<file path="src/rtl/fgp_pkg.sv">
// ----------------------------------------------------------------------------
// fgp_pkg
// Shared types, constants and CORDIC tables for the formation goal controller.
// ----------------------------------------------------------------------------
package fgp_pkg;

	localparam int XW = 40;          // position datapath, Q.24
	localparam int ZW = 36;          // angle datapath, Q.30 radians
	localparam int PW = 16;          // port field width
	localparam int TAB_LEN = 25;
	localparam int CORDIC_ITERATIONS_DEF = 16;
	localparam int KW = 30;
	localparam int POS_SHIFT = 13;   // Q5.11 -> Q.24
	localparam int ANG_SHIFT = 17;   // Q3.13 -> Q.30

	localparam logic [KW-1:0] KINV_Q30 = 30'd652032874;
	localparam logic signed [ZW-1:0] PI_Q30 = 36'sd3373259426;
	localparam logic signed [ZW-1:0] HALF_PI_Q30 = 36'sd1686629713;

	typedef enum logic [2:0] {
		REG_OFFSET_A_X = 3'd0,
		REG_OFFSET_A_Y = 3'd1,
		REG_OFFSET_B_X = 3'd2,
		REG_OFFSET_B_Y = 3'd3,
		REG_GAIN_LINEAR = 3'd4,
		REG_GAIN_ANGULAR = 3'd5,
		REG_DISTANCE_LIMIT = 3'd6
	} reg_idx_t;

	typedef struct packed {
		logic signed [XW-1:0] x;
		logic signed [XW-1:0] y;
		logic signed [ZW-1:0] z;
	} vec_t;

	function automatic logic signed [ZW-1:0] atan_q30(input int i);
		case (i)
			0: return 36'h03243F6A8;
			1: return 36'h01DAC6705;
			2: return 36'h00FADBAFC;
			3: return 36'h007F56EA6;
			4: return 36'h003FEAB76;
			5: return 36'h001FFD55B;
			6: return 36'h000FFFAAA;
			7: return 36'h0007FFF55;
			8: return 36'h0003FFFEA;
			9: return 36'h0001FFFFD;
			10: return 36'h0000FFFFF;
			11: return 36'h00007FFFF;
			12: return 36'h00003FFFF;
			13: return 36'h00001FFFF;
			14: return 36'h00000FFFF;
			15: return 36'h000007FFF;
			16: return 36'h000003FFF;
			17: return 36'h000001FFF;
			18: return 36'h000000FFF;
			19: return 36'h0000007FF;
			20: return 36'h0000003FF;
			21: return 36'h0000001FF;
			22: return 36'h0000000FF;
			23: return 36'h00000007F;
			24: return 36'h00000003F;
			default: return '0;
		endcase
	endfunction

	// fold angles beyond a quarter turn by flipping the vector
	function automatic vec_t rot_fold(input vec_t v);
		vec_t r;
		r = v;
		if (v.z > HALF_PI_Q30) begin
			r.x = -v.x;
			r.y = -v.y;
			r.z = v.z - PI_Q30;
		end else if (v.z < -HALF_PI_Q30) begin
			r.x = -v.x;
			r.y = -v.y;
			r.z = v.z + PI_Q30;
		end
		return r;
	endfunction

endpackage

</file>
<file path="src/rtl/fgp_unscale.sv">
// ----------------------------------------------------------------------------
// fgp_unscale
// Removes the CORDIC gain: round(v * 1/K), two stages, split multiply.
// ----------------------------------------------------------------------------
module fgp_unscale
	import fgp_pkg::*;
(
	input  logic                 clk,
	input  logic signed [XW-1:0] v_i,
	output logic signed [XW-1:0] u_o
);

	localparam int LOW = 20;
	localparam int HW = XW - LOW;
	localparam int SW = XW + KW + 2;

	logic signed [HW+KW:0]  ph_s1;
	logic        [LOW+KW-1:0] pl_s1;
	logic signed [SW-1:0]   sum;

	always_ff @(posedge clk) begin
		ph_s1 <= $signed(v_i[XW-1:LOW]) * $signed({1'b0, KINV_Q30});
		pl_s1 <= v_i[LOW-1:0] * KINV_Q30;
	end

	assign sum = (SW'(ph_s1) <<< LOW) + $signed(SW'(pl_s1)) + (SW'(1) <<< (KW - 1));

	always_ff @(posedge clk) begin
		u_o <= sum[XW+KW-1:KW];
	end

endmodule

</file>
<file path="config.mk">
export PLATFORM = sky130hd
export DESIGN_NAME = fgp_unscale
export DESIGN_NICKNAME = d
export VERILOG_FILES = /design/src/rtl/fgp_pkg.sv /design/src/rtl/fgp_unscale.sv
export SDC_FILE = /design/constraint.sdc
export NUM_CORES = 2
export LEC_CHECK = 0
export ABC_AREA = 1
export BUFFER_PORTS_ARGS = -buffer_cell sky130_fd_sc_hd__buf_4
export CAP_MARGIN = 40
export CORE_MARGIN = 3
export CORE_UTILIZATION = 50
export DETAILED_ROUTE_END_ITERATION = 10
export MAX_ROUTING_LAYER = met4
export PLACE_DENSITY = 0.72
export SLEW_MARGIN = 20
export SYNTH_ARGS = -nofsm -noshare
export SYNTH_HDL_FRONTEND = slang
export SYNTH_SLANG_ARGS = --single-unit
</file>
<file path="constraint.sdc">
create_clock -name clk -period 8.5 [get_ports clk]
set_input_delay 1.7 -clock clk [delete_from_list [all_inputs] [get_ports clk]]
set_output_delay 1.7 -clock clk [all_outputs]
set_load 0.02 [all_outputs]
</file>
### Word level (Yosys, flattened, before mapping)

Cells that the tools add are included.

* flip-flop bits (word level): 138
* input bits: 41

* add/sub/neg operators: 2
* multiply operators: 2

Operators with widths (count)
* $add A70 B31 Y70 const B: 1
* $add A70 B51 Y70: 1
* $mul A20 B29 Y49 const B: 1
* $mul A20 B30 Y49 const B: 1

### Logic depth before layout (Yosys ltp)

* word-level depth: 2
* gate-level depth with buffers: 30
* mapped depth without buffers: 30

### Worst setup path before layout

OpenSTA, ideal clock, no wires.

* kind: input -> register
* from: input v_i[28]
* to: register ph_s1[35]
* library setup time: 0.112 ns
* arrival time: 6.687 ns
* data required time: 8.388 ns
* slack: 1.700 ns
* stages: 22
* path buffers: 0
* path through: fa_1 > inv_1 > fa_1 > fa_1 > fa_1 > inv_1 > fa_1 > fa_1 > inv_1 > fa_1 > inv_1 > ha_1 > nand2_1 > inv_1 > a21oi_1 > inv_1 > a21oi_1 > nor2_1 > nor2_1 > nand2_1 > nand2_1 > nand2_1

* longest elaborated chain between the ends: 1

RTL lines
* start, declared: line fgp_unscale.sv:9 `input logic signed [XW-1:0] v_i,`
* $mul A20 B30 Y49: line fgp_unscale.sv:22 `ph_s1 <= $signed(v_i[XW-1:LOW]) * $signed({1'b0, KINV_Q30});`
* end signal, assigned: line fgp_unscale.sv:22
* end, declared: line fgp_unscale.sv:17 `logic signed [HW+KW:0] ph_s1;`

Every way passes these cells.

### Worst setup path after layout

* from: input v_i[28]
* to: register ph_s1[43]

Same word-level chain as after synthesis.

==> results.sh <==
export IMPL_run_status="finished clean"
export IMPL_fmaxAchievable_ghz=0.143
export IMPL_detail_route_iter0_violations=1500
export IMPL_synth_nets=4792
export IMPL_cts_tree="yes"
export IMPL_place_detailed_hpwl_um=76100
export IMPL_r2r_slack_ns=6.13
export IMPL_synth_top_cell_by_area="fa_1"
export IMPL_postCtsResizedCells=0
export IMPL_avgRoutedWirePerCell_um=17.9
export IMPL_place_congestion=1.03
export IMPL_postSynth_topFlopCell="dfxtp_1"
export IMPL_critical_path_startpoint_type="primary input"
export IMPL_cts_made_buffers=17
export IMPL_finish_net_count=4891
export IMPL_die_height_um=247
export IMPL_num_fill_cells=5416
export IMPL_holdBufCountCts=0
export IMPL_detail_route_vias_per_cell=5.02
export IMPL_die_area_um2=61000
export IMPL_post_synth_xor_area_fraction=0.0187
export IMPL_netlist_cell_type_count=34
export IMPL_grt_busiest_layer="met2"
export IMPL_antenna_violations_before_repair=0
export IMPL_path_cells="buf_4, fa_1, inv_1, fa_1, fa_1, fa_1, inv_1, fa_1, fa_1, inv_1, fa_1, inv_1, ha_1, nand2_1, inv_1, a21oi_1, inv_1, a21oi_1, nand2_1, nand2_1, nand3_1, nand2_1, nand2_1"
export IMPL_fin_crit_sh=0.822
export IMPL_yosysTopAreaCellShare=0.318
export IMPL_setup_total_negative_slack_ns=0
export IMPL_worst_pin_slew_ns=0.714
export IMPL_global_route_wire_length_before_repair_um=132000
export IMPL_timing_final_setup_violations=0
export IMPL_timing_worst_setup_path_type="in -> reg"
export IMPL_mapped_cells=3793
export IMPL_synth_edf_count=0
export IMPL_path_delay_family="adder cells"
export IMPL_timing_critical_path_mode_cell="fa_1"
export IMPL_remaining_antenna_violation_count_after_routing=0
export IMPL_overall_routing_resource_usage=0.291
export IMPL_cp_data_required_time_ns=8.81
export IMPL_finalWirelength_um=83200
export IMPL_first_global_vias=23900
export IMPL_met2_usage=0.476
export IMPL_skew_final_ns=0.0127
export IMPL_synthesis_area_um2=29000
export IMPL_timing_slew_headroom=0.523
export IMPL_async_flop_share=0
export IMPL_drv_max_cap_violation_count=0
export IMPL_ctsRootBufferMaster="clkbuf_16"
export IMPL_max_stage_delay_ns=0.60
export IMPL_critPathArrivalTime_ns=7.29
export IMPL_worst_path_max_fanout=6
export IMPL_cts_max_level=4
export IMPL_final_hold_violation_count=0
export IMPL_yosysWarnings=0
export IMPL_layout_drive_gt1_share=0.0364
export IMPL_grt_met3_usage=0.0374
export IMPL_worst_setup_hold_path_clk_slew_ns=0.06
export IMPL_ioPinCount=81
export IMPL_cp_num_buf_inv=7
export IMPL_syn_to_final_growth_pct=7.43
export IMPL_multiplexer_area_fraction_after_synthesis=0
export IMPL_regArea_um2=2360
export IMPL_postCtsSetupBuffers=0
export IMPL_synth_top_cells_by_area="fa_1, ha_1, inv_1, nand2_1, dfxtp_1"
export IMPL_area_fraction_in_compound_gates_after_synthesis=0.0311
export IMPL_finalMaxSlewViolations=0
export IMPL_post_detailed_route_drc_marker_count=0
export IMPL_clock_insertion_delay_worst_skew_ns=0.42
export IMPL_globalRoute_totalOverflow=0
export IMPL_final_min_clock_period_ns=6.99
export IMPL_yosys_area_share_simple=0.196
export IMPL_antenna_cells=0
export IMPL_placement_io_buffers=80
export IMPL_slowest_stage="fa_1"
export IMPL_rsz0062_at_grt="false"
export IMPL_yosysSeqAreaShare=0.0813
export IMPL_synth_top_family_by_area="adder cells"
export IMPL_critPathCaptureType="flip-flop"
export IMPL_ctsLongestPathBuffers=2
export IMPL_min_delay_path_class="reg -> reg"
export IMPL_rows=87
export IMPL_maximum_number_of_pins_on_one_net_before_global_route_repair=17
export IMPL_detailedRoute_firstPassIterationCount=5
export IMPL_core_area_um2=56900
export IMPL_initial_utilization=0.510
export IMPL_number_of_synthesized_register_bits=118
export IMPL_gr_usage_met1=0.373
export IMPL_post_synth_cell_area_avg_um2=7.66
export IMPL_cts_sinks=118
export IMPL_vias=23400
export IMPL_multi_input_combinational_cell_area_um2=22600
export IMPL_die_width_um=247
export IMPL_synth_adder_area_share=0.532
logic make-up (layout without fill, tap and decap cells):
group | count (synthesis) | after routing
flip-flops | 118 | 118
AND/OR/NAND/NOR | 1402 | 1402
AO/OA/AOI/OAI | 160 | 160
XOR/XNOR | 62 | 62
adder cells (fa/ha/maj) | 958 | 958
buffers and inverters | 1093 | 1205
layer usage:
layer	wire length (µm)	share of wire	vias to the layer above
li1	-	-	11500
met1	36200	0.43	11000
met2	38600	0.46	766
met3	5010	0.060	178
met4	3450	0.041	0
met5	0	0	-
registers in the layout (all words and copies together), names as in the netlist:
register,cells
ph_s1,49
pl_s1,29
u_o,40
stage by stage:
stage               instance area (µm²)  hold WS (ns)  setup WS [ns]  std cells   util
floorplan                         29000         0.438           1.70       3793      -
global placement                  30600         0.473           1.19       4629  0.537
detailed placement                30600         0.485           1.08       4629  0.537
CTS                               31200         0.493           1.52       4661  0.548
global route                      31200         0.514           1.19       4661  0.548
finish                            31200         0.486           1.51       4661  0.548
final cells by class:
class	count	share of cell area
Multi-Input combinational cell	2582	0.724
Sequential cell	118	0.0757
Tap cell	756	0.0303
Clock inverter	14	0.00557
Clock buffer	18	0.0141
Timing Repair Buffer	80	0.0192
Inverter	1093	0.131
worst min-delay path, delay by kind of cell (launching register included):
| family | cells | cell delay, ns |
|---|---|---|
| flops | 1 | 0.32 |
| buf+inv | 1 | 0.05 |
| simple gates | 2 | 0.09 |
final timing paths:
path,from,cells past startpoint,end
setup / recovery,v_i[28],23,ph_s1[43]
hold / removal,ph_s1[47],3,u_o[37]
setup reg to reg,ph_s1[9],12,u_o[22]
hold reg to reg,ph_s1[47],3,u_o[37]
cell usage after synthesis, types with 2 or more instances:
| library cell | instances |
|---|---|
| o21bai_1 | 27 |
| or2_2 | 2 |
| fa_1 | 462 |
| o21ai_1 | 2 |
| nor2_1 | 246 |
| a21o_1 | 8 |
| nor3_1 | 20 |
| inv_1 | 1092 |
| nand3_1 | 116 |
| xor2_1 | 47 |
| nand4_1 | 38 |
| a31oi_1 | 2 |
| nand2_1 | 939 |
| o21ai_0 | 20 |
| nand2_2 | 3 |
| ha_1 | 496 |
| dfxtp_1 | 118 |
| nand3b_1 | 8 |
| and2_1 | 5 |
| xnor2_1 | 15 |
| o21a_1 | 2 |
| nor2_2 | 15 |
| nor3_2 | 2 |
| a21oi_1 | 97 |
| and2_2 | 2 |
placed cells by master (no fill, tap or decap), types with 27 or more instances in the layout:
master	instances
nand3_1	116
a21oi_1	97
o21bai_1	27
dfxtp_1	118
xor2_1	47
nand4_1	38
ha_1	496
fa_1	462
nor2_1	246
buf_4	80
inv_1	1092
nand2_1	939
Power is not shown: default switching activity piles up to over one toggle a cycle in this logic, so the estimate is an artifact.
